**config.mk**
```make
export PLATFORM = sky130hd
export DESIGN_NAME = w3sf_divider
export DESIGN_NICKNAME = d
export VERILOG_FILES = /design/src/hw/rtl/w3sf_pkg.sv /design/src/hw/rtl/w3sf_divider.sv
export SDC_FILE = /design/constraint.sdc
export NUM_CORES = 1
export LEC_CHECK = 0
export BUFFER_PORTS_ARGS = -buffer_cell sky130_fd_sc_hd__buf_2
export CAP_MARGIN = 20
export CORE_ASPECT_RATIO = 1.75
export CORE_MARGIN = 2
export CORE_UTILIZATION = 50
export CTS_BUF_LIST = sky130_fd_sc_hd__clkbuf_16
export CTS_CLUSTER_DIAMETER = 120
export DETAILED_ROUTE_END_ITERATION = 8
export PLACE_DENSITY = 0.75
export SLEW_MARGIN = 20
export SYNTH_ARGS = -nofsm -noshare
export SYNTH_HDL_FRONTEND = slang
export SYNTH_SLANG_ARGS = --single-unit
```
**constraint.sdc**
```tcl
create_clock -name clock -period 3 [get_ports clock]
set_clock_uncertainty 0.05 [all_clocks]
set_input_delay 0.6 -clock clock [delete_from_list [all_inputs] [get_ports clock]]
set_output_delay 0.6 -clock clock [all_outputs]
set_load 0.1 [all_outputs]
```
**src/hw/rtl/w3sf_pkg.sv**
```systemverilog
`default_nettype none

package w3sf_pkg;

   localparam int PIXEL_W     = 8;
   localparam int WEIGHT_BITS = 4;
   localparam int TAPS        = 9;
   localparam int OUT_POS_W   = 10;

   localparam int PROD_W   = PIXEL_W + WEIGHT_BITS;
   localparam int WEIGHT_MAX = (2 ** WEIGHT_BITS) - 1;
   localparam int PIXEL_MAX  = (2 ** PIXEL_W) - 1;
   localparam int WSUM_W   = $clog2(TAPS * WEIGHT_MAX + 1);
   localparam int ROWSUM_W = $clog2(3 * WEIGHT_MAX * PIXEL_MAX + 1);
   localparam int ACC_W    = $clog2(TAPS * WEIGHT_MAX * PIXEL_MAX + 1);

   localparam int CFG_SIZE_W  = 11;
   localparam int KERNEL_W    = TAPS * WEIGHT_BITS;
   localparam int CSR_DATA_W  = 64;
   localparam int CSR_ADDR_W  = 5;
   localparam int REG_INDEX_W = 2;

   localparam logic [REG_INDEX_W-1:0] REG_WIDTH   = 2'd0;
   localparam logic [REG_INDEX_W-1:0] REG_HEIGHT  = 2'd1;
   localparam logic [REG_INDEX_W-1:0] REG_WEIGHTS = 2'd2;

   localparam logic [CFG_SIZE_W-1:0] MIN_SIZE      = 11'd3;
   localparam logic [CFG_SIZE_W-1:0] DEFAULT_SIZE  = 11'd512;
   localparam logic [KERNEL_W-1:0]   DEFAULT_KERNEL = 36'h141454141;

   typedef logic [PIXEL_W-1:0] pixel_type;
   typedef pixel_type [TAPS-1:0] window_type;

   typedef struct packed {
      logic                 interior;
      logic                 last;
      logic [OUT_POS_W-1:0] row;
      logic [OUT_POS_W-1:0] column;
   } position_type;

endpackage

`default_nettype wire

```
**src/hw/rtl/w3sf_divider.sv**
```systemverilog
`default_nettype none

module w3sf_divider (
   input  wire logic                         clock,
   input  wire logic                         reset,
   input  wire logic                         start,
   input  wire logic [w3sf_pkg::ACC_W-1:0]   dividend,
   input  wire logic [w3sf_pkg::WSUM_W-1:0]  divisor,
   output logic      [w3sf_pkg::PIXEL_W-1:0] quotient,
   output logic                              done
);

   import w3sf_pkg::*;

   localparam int CNT_W = $clog2(PIXEL_W);
   localparam logic [CNT_W-1:0] LAST_STEP = CNT_W'(PIXEL_W - 1);

   logic               busy_ff, busy_in;
   logic               done_ff, done_in;
   logic [CNT_W-1:0]   count_ff, count_in;
   logic [WSUM_W-1:0]  rem_ff, rem_in;
   logic [PIXEL_W-1:0] low_ff, low_in;
   logic [WSUM_W-1:0]  divisor_ff, divisor_in;
   logic               zero_ff, zero_in;

   logic [WSUM_W:0]    trial;
   logic [WSUM_W:0]    diff;
   logic               fits;

   // The quotient never exceeds the pixel range, so the upper dividend bits
   // already form the first partial remainder.
   always_comb begin
      trial = {rem_ff, low_ff[PIXEL_W-1]};
      diff  = trial - {1'b0, divisor_ff};
      fits  = trial >= {1'b0, divisor_ff};

      busy_in    = busy_ff;
      done_in    = 1'b0;
      count_in   = count_ff;
      rem_in     = rem_ff;
      low_in     = low_ff;
      divisor_in = divisor_ff;
      zero_in    = zero_ff;

      if (start) begin
         busy_in    = 1'b1;
         count_in   = '0;
         rem_in     = WSUM_W'(dividend >> PIXEL_W);
         low_in     = dividend[PIXEL_W-1:0];
         divisor_in = divisor;
         zero_in    = (divisor == '0);
      end else if (busy_ff) begin
         rem_in   = fits ? diff[WSUM_W-1:0] : trial[WSUM_W-1:0];
         low_in   = {low_ff[PIXEL_W-2:0], fits};
         count_in = count_ff + 1'b1;
         if (count_ff == LAST_STEP) begin
            busy_in = 1'b0;
            done_in = 1'b1;
         end
      end
   end

   always_ff @(posedge clock) begin
      if (reset) begin
         busy_ff  <= 1'b0;
         done_ff  <= 1'b0;
         count_ff <= '0;
      end else begin
         busy_ff  <= busy_in;
         done_ff  <= done_in;
         count_ff <= count_in;
      end
   end

   always_ff @(posedge clock) begin
      rem_ff     <= rem_in;
      low_ff     <= low_in;
      divisor_ff <= divisor_in;
      zero_ff    <= zero_in;
   end

   assign quotient = zero_ff ? '0 : low_ff;
   assign done     = done_ff;

endmodule

`default_nettype wire

```
==> metrics.md, run 1 <==
| Metric | Value |
|---|---|
| Worst r2r dst | rem_ff[4]$_DFFE_PP_ |
| Worst Setup Start Kind | flop |
| Clock tree sinks | 30 |
| Mean area per synthesized cell | 11.4 um2 |
| Slowest stage delay, CP | 390 ps |
| Relative slew margins | 0.676 |
| Crit path setup slack, layout | 346 ps |
| Status | complete, no violations |
| Initial antenna violation count | 0 |
| Root Driver | clkbuf_16 |
| CP Capture Type | flop |
| Cells after Synth | 150 |
| Leakage | 0.908 nW |
| Worst R2R Setup Slack | 350 ps |
| Final-report hold violation count | 0 |
| Psw | 0.460 mW |
| Vias in the first global route | 1215 |
| Simple-gate share of the synthesized area | 0.144 |
| Total CTS buffers | 5 |
| Largest family of logic cells by synthesized area | simple AND/OR/NAND/NOR gates |
| Reg2reg start | rem_ff[5]$_DFFE_PP_ |
| DR vias | 1264 |
| Final Max Tran Viols | 0 |
| Layout cells sized above 1 | 0.342 |
| Height of the die | 81.4 um |
| Hold buffers post-CTS | 0 |
| Max Cap Viol | 0 |
| First-pass detailed-route iteration total | 4 |
| Setup Buffers After CTS | 0 |
| Worst Hold Class | primary input to flop |
| Synth warnings | 0 |
| F_max | 0.377 GHz |
| Clk pwr share | 0.360 |
| First-pass GRT wire length | 5260 um |
| GRT Util Overall | 0.192 |
| Final instance area | 0.00210 mm2 |
| CP max FO | 9 |
| Register bit count reported by yosys | 30 |
| CTS clk-pin slew, worst paths | 50 ps |
| Area growth syn-to-layout | 22.5% |
| Synth Area in Compound Gates | 0.109 |
| Multiplexer share of the synthesized area | 0.109 |
| Pre-CTS setup slack | 386 ps |
| DR vias/cell | 5.38 |
| Detail Route Antenna Nets | 0 |
| Post-CTS resize count | 0 |
| Insertion delay to the later sink of the worst-skew pair | 270 ps |
| Minimum clock period | 2650 ps |
| TritonCTS clock tree | done |
| RePlAce Congestion | 0.894 |
| RSZ-0062 raised after global routing | false |
| Die area | 0.00393 mm2 |
| Fin nets | 227 |
| P per Cell Area | 744 mW/mm2 |
| Max Root-Sink Buffers | 2 |
| Starting Density | 0.514 |
| WL/cell | 14.5 um |
| Drt drc | 0 |
| Hold path start | divisor[5] |
| Worst Path Arrival | 2620 ps |
| Number of fill cells | 270 |
| DP Wirelength | 2540 um |
| Site Rows | 28 |
| CP Class | flop to flop |
| Hold Crit Endpoint | divisor_ff[5]$_DFFE_PP_ |
| Mapped Area | 0.00171 mm2 |
| Core area | 0.00333 mm2 |
| Io pins | 36 |
| Yosys cell types | 39 |
| Worst Tran Pin Value | 489 ps |
| Die width | 48.2 um |
| R2R depth | 6 |
| Syn Nets | 188 |
| Peak VDD IR | 656 uV |
| IO Port Bufs | 35 |
| Synthesized-area fraction occupied by adder cells | 0.0848 |
| Combinational share of power | 0.290 |
| Final worst-path cycle share | 0.885 |
| Int Pwr | 1.10 mW |
| Worst Path Required | 2970 ps |
| Final setup fails | 0 |
| Post-route setup TNS | 0 ps |
| Initial DRC Count | 23 |
| Part of the power in registers | 0.350 |
| XOR/XNOR Fraction of Synth Area | 0.0102 |
| Most used cell, CP | mux2_2 |
| Hold-critical path depth | 1 |
| H-tree levels | 2 |
| Placed cell area | 0.00193 mm2 |
| Drt total wl | 3410 um |
| Register area share after synthesis | 0.497 |
| Remaining Overflow, GRT | 0 |
| CP max-delay cell | edfxtp_1 |
| Crit-path cells | ha_1, a21o_1, a221o_1, a21oi_2, mux2_2, mux2_2 |
| Pin count of the biggest net entering global routing | 25 |
| Diodes inserted | 0 |
| Sw frac | 0.295 |
worst max-delay path: cells and delay by family, from the launching register on:
family,cells,cell delay [ps]
adder cells (fa/ha/maj),1,380
multiplexers,2,640
flip-flops,1,390
AO/OA/AOI/OAI,3,930
layer usage:
layer | track usage | wire length (um)
met4 | 0.0811 | 49
met5 | 0 | 0
met2 | 0.317 | 1910
met1 | 0.223 | 1320
met3 | 0.0511 | 127
synthesized netlist by cell type:
library cell / instances / area, um2
buf_6: 1 / 11.3
nor3b_1: 1 / 7.51
a21o_1: 2 / 15.0
o2111ai_1: 1 / 8.76
or3b_2: 1 / 8.76
a2bb2oi_1: 1 / 8.76
nand2_1: 4 / 15.0
nor2b_1: 13 / 81.3
dfxtp_1: 5 / 100
nor2_1: 5 / 18.8
o21a_1: 2 / 15.0
a21oi_2: 1 / 8.76
or2_2: 2 / 12.5
and3_2: 1 / 7.51
buf_1: 1 / 3.75
edfxtp_1: 25 / 751
clkbuf_1: 3 / 11.3
inv_1: 14 / 52.6
or4_1: 2 / 15.0
mux2_2: 13 / 146
xnor2_1: 2 / 17.5
a221o_1: 1 / 10.0
or4_2: 1 / 8.76
a21oi_1: 8 / 40.0
a21o_2: 1 / 8.76
o31a_1: 1 / 8.76
a22oi_1: 1 / 7.51
mux2i_1: 4 / 40.0
o21ai_0: 6 / 30.0
nand3b_1: 1 / 7.51
a31oi_1: 1 / 6.26
nand3_1: 2 / 10.0
nand2b_1: 1 / 6.26
ha_1: 10 / 125
nor3_1: 7 / 35.0
and3_1: 2 / 12.5
a2111o_1: 1 / 11.3
fa_1: 1 / 20.0
a21boi_0: 1 / 7.51
final cells by class:
type                            count  area [um2]  share of cell area
Sequential cell                    30         851               0.406
Multi-Input combinational cell    101         782               0.373
Timing Repair Buffer               37         190              0.0907
Clock buffer                        5         125              0.0597
Tap cell                           45        56.3              0.0268
Inverter                           14        52.6              0.0251
Clock inverter                      3        40.0              0.0191
stage by stage:
stage | instances | hold WS (ps) | utilization | total power, mW
floorplan | 150 | 447 | - | 0.907
global placement | 227 | 463 | 0.580 | 0.982
detailed placement | 227 | 485 | 0.580 | 1.00
CTS | 235 | 459 | 0.630 | 1.57
global route | 235 | 464 | 0.630 | 1.62
finish | 235 | 460 | 0.630 | 1.56
power groups by stage:
stage | Sequential [mW] | Combinational, mW | Clock (mW)
after floorplan | 0.543 | 0.364 | 0
after global placement | 0.551 | 0.431 | 0
after detailed placement | 0.554 | 0.448 | 0
after CTS | 0.546 | 0.451 | 0.569
after global routing | 0.552 | 0.493 | 0.579
final | 0.545 | 0.453 | 0.561
logic make-up after synthesis:
group	count (synthesis)
buffers and inverters	19
XOR/XNOR	2
multiplexers	17
flip-flops	30
adder cells (fa/ha/maj)	11
AO/OA/AOI/OAI	28
AND/OR/NAND/NOR	43
registers in the layout, indices dropped and copies added, names as in the netlist:
name / cells
rem_ff: 8
done: 1
busy_ff: 1
divisor_ff: 8
zero_ff: 1
low_ff: 8
count_ff: 3
how the worst max path moves through the flow:
stage | start | end | cells after the start
2_1_floorplan | zero_ff$_DFFE_PP_ | quotient[0] | 1
3_3_place_gp | rem_ff[5]$_DFFE_PP_ | rem_ff[4]$_DFFE_PP_ | 6
3_5_place_dp | rem_ff[5]$_DFFE_PP_ | rem_ff[2]$_DFFE_PP_ | 6
4_1_cts | rem_ff[5]$_DFFE_PP_ | rem_ff[4]$_DFFE_PP_ | 6
5_1_grt | rem_ff[5]$_DFFE_PP_ | rem_ff[0]$_DFFE_PP_ | 7
6_report | rem_ff[5]$_DFFE_PP_ | rem_ff[4]$_DFFE_PP_ | 6
cell usage in the layout, fill, tap and decap left out, types with 2 or more instances in the layout:
cell,count
nor2_1,5
xnor2_1,2
and3_1,2
nor3_1,7
nand2_1,4
mux2i_1,4
a21o_1,2
buf_2,35
mux2_2,13
edfxtp_1,25
a21oi_1,8
clkbuf_16,5
or2_2,2
ha_1,10
clkinv_2,2
nor2b_1,13
inv_1,14
o21ai_0,6
nand3_1,2
dfxtp_1,5
buf_4,2
o21a_1,2
or4_1,2
Note: power is estimated with default switching activity, not from simulation.
==> inputs of run 2 (changes only) <==
--- a/config.mk
+++ b/config.mk
@@ -5,14 +5,15 @@
 export SDC_FILE = /design/constraint.sdc
 export NUM_CORES = 1
 export LEC_CHECK = 0
-export BUFFER_PORTS_ARGS = -buffer_cell sky130_fd_sc_hd__buf_2
+export BUFFER_PORTS_ARGS = -buffer_cell sky130_fd_sc_hd__buf_4
 export CAP_MARGIN = 20
-export CORE_ASPECT_RATIO = 1.75
+export CORE_ASPECT_RATIO = 1.1
 export CORE_MARGIN = 2
 export CORE_UTILIZATION = 50
 export CTS_BUF_LIST = sky130_fd_sc_hd__clkbuf_16
 export CTS_CLUSTER_DIAMETER = 120
 export DETAILED_ROUTE_END_ITERATION = 8
+export GPL_ROUTABILITY_DRIVEN = 1
 export PLACE_DENSITY = 0.75
 export SLEW_MARGIN = 20
 export SYNTH_ARGS = -nofsm -noshare
==> metrics.md, run 2 (synthesis gave the netlist of run 1 again) <==
| Metric | Value |
|---|---|
| Most frequent cells in the layout | buf_4 (36), edfxtp_1 (25), inv_1 (15) |
| Relative slew margins | 0.715 (+0.0391) |
| Part of the power in registers | 0.367 (+0.017) |
| DP Wirelength | 2530 um (-0.52%) |
| Sw frac | 0.311 (+0.0159) |
| TritonCTS clock tree | done |
| Int Pwr | 1.02 mW (-6.8%) |
| CP Class | flop to flop |
| Final instance area | 0.00214 mm2 (+2.0%) |
| Number of fill cells | 267 (-1.1%) |
| Vias in the first global route | 1281 (+5.4%) |
| RePlAce Congestion | 0.831 (-7.0%) |
| Worst Tran Pin Value | 427 ps (-62.1 ps) |
| Combinational share of power | 0.317 (+0.027) |
| Starting Density | 0.518 (+0.00390) |
| Worst Path Arrival | 2570 ps (-50 ps) |
| Hold buffers post-CTS | 0 (unchanged) |
| Clk pwr share | 0.315 (-0.045) |
| Pin count of the biggest net entering global routing | 41 (+64%) |
| Worst Hold Class | primary input to flop |
| Height of the die | 65.4 um (-20%) |
| Core area | 0.00330 mm2 (-0.75%) |
| P per Cell Area | 696 mW/mm2 (-6.4%) |
| Site Rows | 22 (-21%) |
| Post-route setup TNS | 0 ps (unchanged) |
| Fin nets | 226 (-0.44%) |
| GRT Util Overall | 0.209 (+0.0163) |
| Drt drc | 0 (unchanged) |
| Reg2reg start | rem_ff[5]$_DFFE_PP_ |
| Peak VDD IR | 501 uV (-24%) |
| Minimum clock period | 2600 ps (-56.8 ps) |
| Crit path from | rem_ff[5]$_DFFE_PP_ |
| Io pins | 36 (unchanged) |
| Final worst-path cycle share | 0.866 (-0.0189) |
| Diodes inserted | 0 (unchanged) |
| Setup Buffers After CTS | 0 (unchanged) |
| F_max | 0.385 GHz (+2.2%) |
| Die area | 0.00391 mm2 (-0.46%) |
| Crit-path cells | ha_1, a21o_1, a221o_1, a21oi_2, mux2_2, mux2_2 |
| Hold path start | divisor[1] |
| Placed cell area | 0.00200 mm2 (+3.6%) |
| Post-CTS resize count | 0 (unchanged) |
| H-tree levels | 2 (unchanged) |
| Max Cap Viol | 0 (unchanged) |
| Drt total wl | 3540 um (+3.9%) |
| IO Port Bufs | 35 (unchanged) |
| Insertion delay to the later sink of the worst-skew pair | 270 ps (about the same) |
| Remaining Overflow, GRT | 0 (unchanged) |
| Kind of cell adding the most delay to the critical path | compound AO/OA/AOI/OAI gates |
| CP Capture Type | flop |
| Leakage | 0.918 nW (+1.1%) |
| Final setup fails | 0 (unchanged) |
| Worst Path Required | 2970 ps (about the same) |
| CP max-delay cell | edfxtp_1 |
| Root Driver | clkbuf_16 |
| RSZ-0062 raised after global routing | false |
| Die width | 59.8 um (+24%) |
| Commonest non-fill, non-tap cell in the layout | buf_4 |
| WL/cell | 15.7 um (+8.5%) |
| Placed insts | 217 (-4.4%) |
| Initial antenna violation count | 0 (unchanged) |
| DR vias/cell | 5.66 (+5.3%) |
| Most used cell, CP | mux2_2 |
| Max Root-Sink Buffers | 2 (unchanged) |
| Initial DRC Count | 42 (+83%) |
| CP max FO | 6 (-3) |
| Final Max Tran Viols | 0 (unchanged) |
| Area growth syn-to-layout | 24.9% |
| Worst Path Buf+Inv | 0 (unchanged) |
| First-pass GRT wire length | 5890 um (+12%) |
| Non-filler cells in the finished layout | 225 (-4.3%) |
| Total power | 1.49 mW (-4.6%) |
| CTS clk-pin slew, worst paths | 50 ps (about the same) |
| Status | complete, no violations |
| Final-report hold violation count | 0 (unchanged) |
| First-pass detailed-route iteration total | 4 (unchanged) |
| Psw | 0.463 mW (+0.55%) |
| DR vias | 1274 (+0.79%) |
| Worst Setup Start Kind | flop |
| Clock tree sinks | 30 (unchanged) |
| Layout cells sized above 1 | 0.328 (-0.0141) |
| Total CTS buffers | 5 (unchanged) |
| Slowest stage delay, CP | 400 ps (about the same) |
| Detail Route Antenna Nets | 0 (unchanged) |
| Largest regs | divisor_ff: 8 flops, low_ff: 8 flops, rem_ff: 8 flops |
| Final design utilization | 0.647 (+0.0173) |
[run 2: changes by cell type in the layout (fill, tap and decap cells not counted), sizes merged]
cell / previous run / this run
buf: 37 / 36
bufinv: 1 / 0
inv: 14 / 15
[run 2: area by class of cell]
type                       instances  area (um2)  share of cell area
clock inverter                     3        12.5             0.00585
multi-input combinational        101         782               0.366
inverter                          14        52.6              0.0246
tap                               36        45.0              0.0211
timing repair buffer              36         270               0.126
sequential                        30         851               0.398
clock buffer                       5         125              0.0585
[run 2: through the flow]
step	hold WS [ps]	worst slack [ps]
2_1_floorplan	447	530
3_3_place_gp	460	535
3_5_place_dp	476	458
4_1_cts	453	448
6_report	460	403
5_1_grt	452	335
[run 2: power by group through the flow]
| stage | Clock [mW] | Sequential [mW] | Combinational (mW) |
|---|---|---|---|
| floorplan | 0 | 0.543 | 0.364 |
| global placement | 0 | 0.550 | 0.446 |
| detailed placement | 0 | 0.554 | 0.464 |
| CTS | 0.477 | 0.547 | 0.468 |
| global route | 0.495 | 0.553 | 0.512 |
| finish | 0.469 | 0.546 | 0.472 |
[run 2: layer usage]
layer | up-vias | share of wire | track usage
li1 | 623 | - | -
met4 | 0 | 0.021 | 0.0944
met1 | 613 | 0.41 | 0.238
met3 | 9 | 0.047 | 0.0669
met5 | - | 0 | 0
met2 | 29 | 0.53 | 0.349
[run 2: path summary, 6_finish.rpt]
check             cells past startpoint  slack [ps]                        to
setup reg to reg                      6         400       rem_ff[4]$_DFFE_PP_
hold reg to reg                       2         480  count_ff[2]$_SDFFE_PP0P_
hold / removal                        1         460   divisor_ff[1]$_DFFE_PP_
setup / recovery                      6         400       rem_ff[4]$_DFFE_PP_
