===== config.mk =====
export PLATFORM = sky130hd
export DESIGN_NAME = w3sf_csr
export DESIGN_NICKNAME = d
export VERILOG_FILES = /design/src/hw/rtl/w3sf_pkg.sv /design/src/hw/rtl/w3sf_csr.sv
export SDC_FILE = /design/constraint.sdc
export NUM_CORES = 1
export LEC_CHECK = 0
export BUFFER_PORTS_ARGS = -buffer_cell sky130_fd_sc_hd__clkbuf_2
export CAP_MARGIN = 0
export CORE_UTILIZATION = 35
export CTS_BUF_LIST = sky130_fd_sc_hd__clkbuf_2
export DETAILED_ROUTE_END_ITERATION = 10
export PLACE_DENSITY_LB_ADDON = 0.1
export SYNTH_ARGS = -nofsm -noshare
export SYNTH_HDL_FRONTEND = slang
export SYNTH_SLANG_ARGS = --single-unit

===== constraint.sdc =====
create_clock -name clock -period 1.67 [get_ports clock]
set_input_delay 0.167 -clock clock [delete_from_list [all_inputs] [get_ports clock]]
set_output_delay 0.167 -clock clock [all_outputs]
set_load 0.005 [all_outputs]

===== src/hw/rtl/w3sf_pkg.sv =====
`default_nettype none

package w3sf_pkg;

   localparam int PIXEL_W     = 8;
   localparam int WEIGHT_BITS = 4;
   localparam int TAPS        = 9;
   localparam int OUT_POS_W   = 10;

   localparam int PROD_W   = PIXEL_W + WEIGHT_BITS;
   localparam int WEIGHT_MAX = (2 ** WEIGHT_BITS) - 1;
   localparam int PIXEL_MAX  = (2 ** PIXEL_W) - 1;
   localparam int WSUM_W   = $clog2(TAPS * WEIGHT_MAX + 1);
   localparam int ROWSUM_W = $clog2(3 * WEIGHT_MAX * PIXEL_MAX + 1);
   localparam int ACC_W    = $clog2(TAPS * WEIGHT_MAX * PIXEL_MAX + 1);

   localparam int CFG_SIZE_W  = 11;
   localparam int KERNEL_W    = TAPS * WEIGHT_BITS;
   localparam int CSR_DATA_W  = 64;
   localparam int CSR_ADDR_W  = 5;
   localparam int REG_INDEX_W = 2;

   localparam logic [REG_INDEX_W-1:0] REG_WIDTH   = 2'd0;
   localparam logic [REG_INDEX_W-1:0] REG_HEIGHT  = 2'd1;
   localparam logic [REG_INDEX_W-1:0] REG_WEIGHTS = 2'd2;

   localparam logic [CFG_SIZE_W-1:0] MIN_SIZE      = 11'd3;
   localparam logic [CFG_SIZE_W-1:0] DEFAULT_SIZE  = 11'd512;
   localparam logic [KERNEL_W-1:0]   DEFAULT_KERNEL = 36'h141454141;

   typedef logic [PIXEL_W-1:0] pixel_type;
   typedef pixel_type [TAPS-1:0] window_type;

   typedef struct packed {
      logic                 interior;
      logic                 last;
      logic [OUT_POS_W-1:0] row;
      logic [OUT_POS_W-1:0] column;
   } position_type;

endpackage

`default_nettype wire


===== src/hw/rtl/w3sf_csr.sv =====
`default_nettype none

module w3sf_csr #(
   parameter int MAX_WIDTH  = 1024,
   parameter int MAX_HEIGHT = 1024
) (
   input  wire logic                                clock,
   input  wire logic                                reset,
   input  wire logic                                csr_psel,
   input  wire logic                                csr_penable,
   input  wire logic                                csr_pwrite,
   input  wire logic [w3sf_pkg::CSR_ADDR_W-1:0]     csr_paddr,
   input  wire logic [w3sf_pkg::CSR_DATA_W-1:0]     csr_pwdata,
   output logic      [w3sf_pkg::CSR_DATA_W-1:0]     csr_prdata,
   output logic                                     csr_pready,
   output logic      [w3sf_pkg::CFG_SIZE_W-1:0]     image_width,
   output logic      [w3sf_pkg::CFG_SIZE_W-1:0]     image_height,
   output logic      [w3sf_pkg::KERNEL_W-1:0]       kernel_weights
);

   import w3sf_pkg::*;

   logic [CFG_SIZE_W-1:0]  width_ff, width_in;
   logic [CFG_SIZE_W-1:0]  height_ff, height_in;
   logic [KERNEL_W-1:0]    kernel_ff, kernel_in;
   logic [REG_INDEX_W-1:0] index;
   logic [CFG_SIZE_W-1:0]  size_value;
   logic                   write_strobe;

   assign index        = csr_paddr[CSR_ADDR_W-1:CSR_ADDR_W-REG_INDEX_W];
   assign size_value   = csr_pwdata[CFG_SIZE_W-1:0];
   assign write_strobe = csr_psel && csr_penable && csr_pwrite;

   always_comb begin
      width_in  = width_ff;
      height_in = height_ff;
      kernel_in = kernel_ff;
      if (write_strobe) begin
         unique case (index)
            REG_WIDTH: begin
               if (size_value < MIN_SIZE) begin
                  width_in = MIN_SIZE;
               end else if (32'(size_value) > MAX_WIDTH) begin
                  width_in = CFG_SIZE_W'(MAX_WIDTH);
               end else begin
                  width_in = size_value;
               end
            end
            REG_HEIGHT: begin
               if (size_value < MIN_SIZE) begin
                  height_in = MIN_SIZE;
               end else if (32'(size_value) > MAX_HEIGHT) begin
                  height_in = CFG_SIZE_W'(MAX_HEIGHT);
               end else begin
                  height_in = size_value;
               end
            end
            REG_WEIGHTS: begin
               kernel_in = csr_pwdata[KERNEL_W-1:0];
            end
            default: begin
            end
         endcase
      end
   end

   always_ff @(posedge clock) begin
      if (reset) begin
         width_ff  <= DEFAULT_SIZE;
         height_ff <= DEFAULT_SIZE;
         kernel_ff <= DEFAULT_KERNEL;
      end else begin
         width_ff  <= width_in;
         height_ff <= height_in;
         kernel_ff <= kernel_in;
      end
   end

   always_comb begin
      unique case (index)
         REG_WIDTH:   csr_prdata = CSR_DATA_W'(width_ff);
         REG_HEIGHT:  csr_prdata = CSR_DATA_W'(height_ff);
         REG_WEIGHTS: csr_prdata = CSR_DATA_W'(kernel_ff);
         default:     csr_prdata = '0;
      endcase
   end

   assign csr_pready     = 1'b1;
   assign image_width    = width_ff;
   assign image_height   = height_ff;
   assign kernel_weights = kernel_ff;

endmodule

`default_nettype wire


==> run_results.csv, run 1 <==
group,metric,value,unit
outcome,outcome,"finished, final reports clean",
logic_synthesis,post-synth-top-area-fraction,39.6,%
timing,max-slew-margin-rel,62.0,%
critical_path,crit_slowest_cell,"dfxtp_1",
logic_synthesis,asyncSetResetFlopFracSynth,0,%
routing,remaining_drc_errors,0,
global_routing,grt_first_pass_wirelength,14.3,mm
cells_and_area,fin_area,4060,sq um
pwr,max-vdd-ir-drop,0.275,mV
flow_run,maxCapViolations,0,
cts,clock_tree.root_cell,"clkbuf_2",
critical_path,crit_buf_inv,1,
logic_synthesis,ys_top_cells_by_count,"dfxtp_1 (58), o21ai_0 (49), a21oi_1 (44)",
logic_synthesis,sequential_area_share_after_synthesis,39.6,%
logic_synthesis,syn_avg_cell_area,8.12,sq um
min_path,min_delay_path_depth,3,
cells_and_area,layout-area-overhead-vs-synth,38.5,%
cts,clkTransAtPathRegs,160,ps
critical_path,timing.critical_path.required,1500,ps
routing,ant_nets,0,
pwr,cellPowerDensity,657,nW/um^2
global_routing,maximum_number_of_pins_on_one_net_before_global_route_repair,47,
critical_path,worst_path_largest_cell_delay,410,ps
critical_path,critical_path.reg2reg.startpoint,"image_width[0]",
die,area_of_the_die,8750,sq um
cts,cts_made_buffers,9,
critical_path,ff2ff_path_depth,2,
critical_path,path_cells,"mux2i_1 > o21ai_0 > clkbuf_2",
timing,transition_time_of_the_tightest_slew_check_pin,571,ps
routing,routed_via_density,4.89,
logic_synthesis,synth_area_leaders,"dfxtp_1 (40%), buf_4 (9.2%), o21ai_0 (8.4%)",
timing,max_clock_freq,687,MHz
critical_path,critPathLaunchType,"flip-flop",
die,top_level_ports,197,
global_routing,globalRoute.totalOverflow,0,
global_routing,grt_util_all_layers,21.1,%
cts,cts.repair.resized,0,
logic_synthesis,syn_warnings,0,
routing,drt-wirelength-per-cell,14.2,um
cts,clkLatencyLatePin,430,ps
timing,timing.final.max_slew_violations,0,
min_path,hold_path.class,"in2reg",
timing,hold-worst-slack,155,ps
cts,clock_path_buffers,2,
place,place_area,3610,sq um
die,die_height,93.5,um
pwr,p_leak,0.00184,uW
die,floorplan.initialDensity,35.9,%
die,dieWidth,93.5,um
cells_and_area,insertedDiodeCount,0,
timing,skew,0,ps
timing,fin_crit_sh,87.2,%
place,post-dp-hpwl,5.99,mm
timing,finalWorstPathRequiredPeriod,1460,ps
timing,setup-tns-final,0,ps
cts,cts.sink_count,58,
timing,unrepaired_setup_endpoints_after_global_routing,"no",
critical_path,timing.setup.critical_path_class,"reg2out",
routing,drt_pre_antenna_iters,4,
critical_path,worst_path_dominant_cell_family,"flip-flops",
logic_synthesis,synthMostInstantiatedCell,"dfxtp_1",
critical_path,crit_path_end_kind,"output pin",
logic_synthesis,netlist-cell-type-count,28,
timing,setup-violations-final,0,
cts,cts_tree,"yes",
global_routing,grt_pass1_vias,2861,
timing,hold_violations,0,
critical_path,crit-reg2reg-capture,"image_width[0]",
logic_synthesis,syn_area,2930,sq um
routing,dr.first_iter.drc_count,166,
logic_synthesis,synth_enable_flop_cells,0,
logic_synthesis,synth_register_bits,58,
critical_path,critical_path_arrival,1290,ps
logic_synthesis,synth.largest_area_cell,"dfxtp_1",
cts,cts_max_level,3,
logic_synthesis,dominantRegCellSynth,"dfxtp_1",
die,fp.coreArea,8180,sq um
place,gp_congestion,0.795,
min_path,hold_path_startpoint,"csr_pwdata[10]",
critical_path,critical_path_peak_fanout,3,
logic_synthesis,synthCells,361,
routing,totalWireLength,9.02,mm
cells_and_area,final_layout_size_suffix_gt1_share,32.3,%
global_routing,grt_antenna_before_repair,0,
min_path,hold-path-endpoint,"image_width[10]",
die,placement_rows,33,
place,port_buffers,136,
routing,routed-via-count,3108,
critical_path,worst-r2r-setup-slack,900,ps
cells_and_area,fin_nets,599,
-- area by class of cell --
type                       count  area (sq um)
multi-input combinational    264          1480
inverter                       4          15.0
timing repair buffer         188          1170
tap                          105           131
clock inverter                 4          42.5
sequential                    58          1160
fill                         826          4120
clock buffer                  12          60.1
-- placed cells by master, fill, tap and decap left out, types with 2 or more instances in the layout --
master and n:
nor2_1 3, conb_1 29, dlygate4sd3_1 35, nand3_1 39, buf_4 16, and3_1 10
nor3_1 2, nor2b_1 5, dfxtp_1 58, inv_1 4, a211o_1 12, o21ai_0 49
a21oi_1 44, nand2b_1 3, clkbuf_2 148, o21ai_1 2, clkinv_1 2, mux2i_1 11
o22ai_1 2, nor4_1 2, nand2_1 11, and2_1 25, o32ai_1 4, nand4b_1 6
-- sequential cells by signal (all words and copies together) (netlist names) --
register and count:
image_width 11, kernel_weights 36, image_height 11
-- metal layers --
layer  GRT usage (%)  vias up  part of all wire (%)
met4            6.15        0                  0.76
met3            4.07        8                   5.7
met1            27.3     1438                    46
met2            35.5      119                    48
li1                -     1543                     -
met5               0        -                     0
-- how the worst max path moves through the flow --
| stage | to | slack, ps | cells after the start | start |
|---|---|---|---|---|
| after floorplan | csr_prdata[13] | 530 | 5 | csr_paddr[4] |
| after global placement | kernel_weights[30] | 200 | 4 | csr_pwrite |
| after detailed placement | kernel_weights[24] | 190 | 4 | csr_pwrite |
| after CTS | csr_prdata[9] | 150 | 3 | image_width[9] |
| after global routing | csr_prdata[9] | 60 | 3 | image_width[9] |
| final | csr_prdata[9] | 210 | 3 | image_width[9] |
-- worst reg2reg max path, stage by stage (launching register included) --
cell and delay (ps):
dfxtp_1 390, inv_1 50, o32ai_1 250
-- where the power goes --
part | internal [uW] | switching, uW | leakage, uW
sequential | 1400 | 13.4 | 0.000469
combinational | 183 | 222 | 0.00130
clock | 355 | 492 | 0.0000710
-- cell families (layout without fill, tap and decap cells) --
family,Yosys count,count (layout),share of synthesized area (%)
buffers and inverters,66,208,13.4
muxes,11,11,3.76
other,2,29,0.256
AOI/OAI and AO/OA,113,113,21.4
and+or+nand+nor,111,111,21.5
DFF,58,58,39.6
-- through the flow --
stage / power [uW] / setup slack (ps) / utilization [%] / cells
finish: 2670 / 214 / 49.7 / 635
global route: 2820 / 62.3 / 49.7 / 635
CTS: 2690 / 145 / 49.4 / 633
detailed placement: 1780 / 190 / 44.1 / 584
global placement: 1780 / 197 / 44.1 / 584
floorplan: 1670 / 528 / - / 388
-- timing repair --
action,4_1_cts,5_1_grt
hold buffers,33,2
buffers inserted,0,0
hold endpoints to repair,38,3
Power figures use the tool's default switching activity.
==> inputs of run 2 (changes only) <==
- CELL_PAD_IN_SITES_DETAIL_PLACEMENT: default -> 0
- CELL_PAD_IN_SITES_GLOBAL_PLACEMENT: default -> 2
- CORE_UTILIZATION: 35 -> 24
- SLEW_MARGIN: default -> 10
==> run 2 against run 1 <==
Net effect: combinational power rose by 4%; die area increased by 45%; clock power up 2%; critical endpoint is now csr_prdata[10]; largest power group unchanged; register-to-register slack about the same; final cell count increased by 6.6%; clock skew unchanged; critical path depth did not move; hold slack got worse by 31 ps; sequential power about the same; global-route usage decreased by 5.0 points; largest cell class unchanged; worst setup slack lost 97 ps; core utilization fell by 15 points.
==> run_results.csv, run 2 (same netlist as run 1, synthesis figures left out) <==
group,metric,value,unit
global_routing,globalRoute.totalOverflow,0,
cts,cts_max_level,3,
place,post-dp-hpwl,6.75,mm
timing,timing.final.max_slew_violations,0,
cells_and_area,insertedDiodeCount,0,
routing,routed_via_density,4.61,
cells_and_area,end_of_flow_core_utilization,34.6,%
pwr,max-vdd-ir-drop,0.320,mV
critical_path,timing.critical_path.required,1500,ps
flow_run,maxCapViolations,0,
routing,routed-via-count,3118,
cells_and_area,mostFrequentLayoutCells,"clkbuf_2 (147), dfxtp_1 (58), o21ai_0 (49)",
critical_path,critPathLaunchType,"flip-flop",
cells_and_area,layout-area-overhead-vs-synth,41.3,%
critical_path,timing.setup.critical_path_class,"reg2out",
cts,clock_tree.root_cell,"clkbuf_2",
cells_and_area,fin_nets,600,
place,placement.setup.worst_slack,162,ps
timing,skew,0,ps
critical_path,critical_path_arrival,1390,ps
routing,totalWireLength,10.1,mm
timing,setup-tns-final,0,ps
global_routing,grt_util_all_layers,16.1,%
min_path,hold_path_startpoint,"csr_pwdata[10]",
timing,setup_slack,117,ps
timing,max-slew-margin-rel,65.5,%
min_path,hold_path.class,"in2reg",
place,gp_congestion,0.690,
routing,dr.first_iter.drc_count,81,
timing,unrepaired_setup_endpoints_after_global_routing,"no",
timing,setup-violations-final,0,
timing,fin_crit_sh,93.0,%
die,die_height,113,um
cts,cts.sink_count,58,
cts,hold_buffers,35,
critical_path,crit_path_end_kind,"output pin",
cells_and_area,number_of_flip_flops_under_the_largest_register_name,36,
cts,clock_path_buffers,2,
die,dieWidth,113,um
place,port_buffers,136,
die,placement_rows,40,
global_routing,grt_first_pass_wirelength,15.8,mm
critical_path,crit_start,"image_width[10]",
routing,drt_pre_antenna_iters,4,
cts,cts_made_buffers,9,
global_routing,maximum_number_of_pins_on_one_net_before_global_route_repair,47,
critical_path,critical_path.reg2reg.startpoint,"image_width[0]",
pwr,p_leak,0.00185,uW
critical_path,critical_path_peak_fanout,3,
cts,postCtsSetupRepairBufs,0,
die,top_level_ports,197,
timing,transition_time_of_the_tightest_slew_check_pin,518,ps
outcome,outcome,"finished, final reports clean",
cts,clkTransAtPathRegs,170,ps
routing,drt-wirelength-per-cell,14.9,um
routing,ant_nets,0,
timing,max_clock_freq,644,MHz
global_routing,grt_antenna_before_repair,0,
cts,cts.repair.resized,0,
routing,remaining_drc_errors,0,
cts,clkLatencyLatePin,450,ps
pwr,cellPowerDensity,652,nW/um^2
die,floorplan.initialDensity,24.5,%
global_routing,grt_pass1_vias,2898,
die,fp.coreArea,12000,sq um
cells_and_area,final_layout_size_suffix_gt1_share,32.5,%
cells_and_area,most_frequent_standard_cell_in_the_layout_excluding_fill_and_tap_cells,"clkbuf_2",
die,area_of_the_die,12700,sq um
cts,cts_tree,"yes",
timing,finalWorstPathRequiredPeriod,1550,ps
timing,hold_violations,0,
==> run 2: per-layer routing <==
metal  track usage, %  vias to the layer above  part of all wire, %
li1                 -                     1549                    -
met1             21.3                     1460                   47
met2             26.4                      104                   48
met3             4.05                        5                  4.9
met4             3.47                        0                 0.59
met5                0                        -                    0
==> run 2: cell type report <==
| class | instances | area [sq um] |
|---|---|---|
| fill | 1293 | 7820 |
| inverter | 4 | 15.0 |
| timing repair buffer | 189 | 1200 |
| sequential | 58 | 1160 |
| tap | 147 | 184 |
| multi-input combinational | 264 | 1480 |
| clock inverter | 4 | 43.8 |
| clock buffer | 11 | 55.1 |
==> run 2: metrics by stage <==
stage,area [sq um],hold WS (ps),instances,total power [uW]
after floorplan,3030,315,388,1670
after global placement,3690,403,627,1810
after detailed placement,3690,409,627,1810
after CTS,4140,66.5,677,2760
after global routing,4140,59.9,677,2880
final,4140,124,677,2700
==> run 2: path summary, 6_finish.rpt <==
kind | to | slack, ps | cells past startpoint
setup / recovery | csr_prdata[10] | 120 | 3
hold reg to reg | kernel_weights[31] | 500 | 2
hold / removal | image_height[10] | 120 | 3
setup reg to reg | image_width[0] | 890 | 2
==> run 2: critical path, stage by stage, from the launching register on <==
cell      delay, ps
dfxtp_1         430
mux2i_1          90
o21ai_0         250
clkbuf_2        170
==> run 2: report_power, final <==
part / leakage (uW) / internal, uW / total, uW / switching, uW
Combinational: 0.00132 / 190 / 419 / 229
Clock: 0.0000692 / 343 / 864 / 522
Sequential: 0.000469 / 1400 / 1420 / 14.1
Total: 0.00185 / 1940 / 2700 / 765
==> inputs of run 3 (changes only) <==
- CORE_UTILIZATION: 24 -> 22
- SLEW_MARGIN: 10 -> default
- clock period: 1.67 -> 1.6 ns (I/O delays scaled with it)
==> run 3 against run 2 <==
Net effect: count of clock-buffer cells in the layout unchanged; register-to-register slack got worse by 80 ps; highest routed layer unchanged; clock power increased by 6.1%; hold slack got worse by 67 ps; critical path depth unchanged; final cell count increased by 3.8%; via count decreased by 0.58%; core utilization decreased by 2.1 points; worst setup slack improved by 6.1 ps; die area increased by 8.9%.
==> run_results.csv, run 3 (same netlist as run 1, synthesis figures left out) <==
group,metric,value,unit
routing,drt_pre_antenna_iters,4,
pwr,power.net_switching,818,uW
routing,remaining_drc_errors,0,
routing,ant_nets,0,
die,floorplan.initialDensity,22.9,%
routing,routed-via-count,3100,
min_path,min_delay_path_depth,2,
place,gp_congestion,0.783,
critical_path,crit_path_end_kind,"output pin",
cells_and_area,most_frequent_standard_cell_in_the_layout_excluding_fill_and_tap_cells,"clkbuf_2",
critical_path,crit-reg2reg-capture,"image_width[0]",
cts,clock_path_buffers,2,
cts,cts_made_buffers,9,
global_routing,grt_util_all_layers,15.2,%
die,area_of_the_die,13800,sq um
cells_and_area,final_layout_size_suffix_gt1_share,32.2,%
critical_path,crit_start,"kernel_weights[9]",
cells_and_area,number_of_flip_flops_under_the_largest_register_name,36,
place,placement.setup.worst_slack,193,ps
critical_path,critical_path_arrival,1320,ps
global_routing,grt_pass1_vias,2960,
timing,hold_violations,0,
timing,max-slew-margin-rel,61.5,%
timing,setup-tns-final,0,ps
critical_path,critPathLaunchType,"flip-flop",
cts,clkLatencyLatePin,470,ps
die,die_height,117,um
global_routing,grt_first_pass_wirelength,16.3,mm
min_path,hold_path.class,"in2reg",
cts,cts_tree,"yes",
pwr,combPwrFrac,15.5,%
pwr,p_leak,0.00185,uW
cts,clkTransAtPathRegs,170,ps
cts,clock_tree.root_cell,"clkbuf_2",
die,placement_rows,41,
place,place_area,3720,sq um
cells_and_area,end_of_flow_core_utilization,32.6,%
pwr,power.share.sequential,52.2,%
global_routing,maximum_number_of_pins_on_one_net_before_global_route_repair,47,
timing,fin_crit_sh,92.3,%
timing,setup_slack,123,ps
cells_and_area,fillers,1413,
routing,dr.first_iter.drc_count,102,
timing,transition_time_of_the_tightest_slew_check_pin,572,ps
place,post-dp-hpwl,7.11,mm
cts,cts.sink_count,58,
die,top_level_ports,197,
critical_path,critical_path_peak_fanout,3,
timing,timing.final.max_slew_violations,0,
global_routing,grt_antenna_before_repair,0,
critical_path,ff2ff_path_depth,2,
global_routing,globalRoute.totalOverflow,0,
timing,finalWorstPathRequiredPeriod,1480,ps
timing,max_clock_freq,677,MHz
timing,unrepaired_setup_endpoints_after_global_routing,"no",
cells_and_area,mostFrequentLayoutCells,"clkbuf_2 (147), dfxtp_1 (57), o21ai_0 (48)",
routing,drt-wirelength-per-cell,14.8,um
cts,cts_max_level,3,
pwr,switching_power_share_of_the_total,28.8,%
cells_and_area,insertedDiodeCount,0,
critical_path,worst-r2r-setup-slack,810,ps
outcome,outcome,"finished, final reports clean",
timing,setup-violations-final,0,
critical_path,timing.setup.critical_path_class,"reg2out",
cells_and_area,fin_nets,600,
pwr,cellPowerDensity,679,nW/um^2
pwr,internal-power,2020,uW
die,dieWidth,117,um
routing,totalWireLength,10.4,mm
die,fp.coreArea,12800,sq um
critical_path,critical_path.reg2reg.startpoint,"image_width[0]",
routing,routed_via_density,4.41,
flow_run,maxCapViolations,0,
cells_and_area,layout-area-overhead-vs-synth,42.4,%
timing,skew,0,ps
pwr,pwr-share-clk,32.3,%
critical_path,timing.critical_path.required,1440,ps
cells_and_area,fin_area,4180,sq um
pwr,max-vdd-ir-drop,0.344,mV
pwr,power.total,2840,uW
place,port_buffers,136,
critical_path,cp-endpoint,"csr_prdata[9]",
==> run 3: cell types whose count changed in the layout (fill, tap and decap cells not counted), sizes merged <==
cell,change
clkinv,+1
==> run 3: timing repair <==
item	4_1_cts	5_1_grt
hold endpoints to repair	43	0
setup endpoints to repair	1	1
hold buffers	35	0
buffers inserted	0	0
gates resized for setup	1	1
==> run 3: critical path, cell delays in order (launching register included) <==
cell	delay (ps)
dfxtp_1	420
mux2i_1	90
o21ai_0	180
clkbuf_2	150
==> run 3: final cells by class <==
class                   instances  area (sq um)  area share [%]
clock buffers                  11          55.1            1.32
repair buffers                189          1200            28.8
well taps                     172           215            5.15
inverters                       4          15.0           0.360
flip-flops and latches         58          1160            27.8
multi-input cells             264          1480            35.4
clock inverters                 5          45.0            1.08
==> run 3: power by group through the flow <==
stage / combinational [uW] / clock (uW) / sequential [uW]
final: 440 / 917 / 1480
after CTS: 446 / 957 / 1480
after global placement: 380 / 0 / 1510
after floorplan: 239 / 0 / 1510
after global routing: 483 / 1040 / 1480
after detailed placement: 376 / 0 / 1510
==> run 3: how the worst min path moves through the flow <==
stage | slack, ps | startpoint | endpoint
final | 60 | reset | kernel_weights[1]
after global routing | 50 | reset | kernel_weights[1]
after CTS | 20 | reset | kernel_weights[1]
after detailed placement | 400 | csr_pwdata[35] | kernel_weights[35]
after global placement | 400 | csr_pwdata[34] | kernel_weights[34]
after floorplan | 310 | csr_pwdata[11] | kernel_weights[11]
==> run 3: metrics by stage <==
| stage | hold WS (ps) | cells |
|---|---|---|
| 6_report | 56.9 | 703 |
| 2_1_floorplan | 308 | 388 |
| 5_1_grt | 45.3 | 703 |
| 3_5_place_dp | 402 | 652 |
| 3_3_place_gp | 396 | 652 |
| 4_1_cts | 20.7 | 703 |
==> run 3: metal layers <==
metal / wire, um / share of wire (%) / vias to the layer above / GRT usage, %
li1: - / - / 1548 / -
met1: 4980 / 48 / 1437 / 20.1
met2: 4850 / 46 / 105 / 24.5
met3: 477 / 4.6 / 10 / 2.53
met4: 125 / 1.2 / 0 / 5.60
met5: 0 / 0 / - / 0
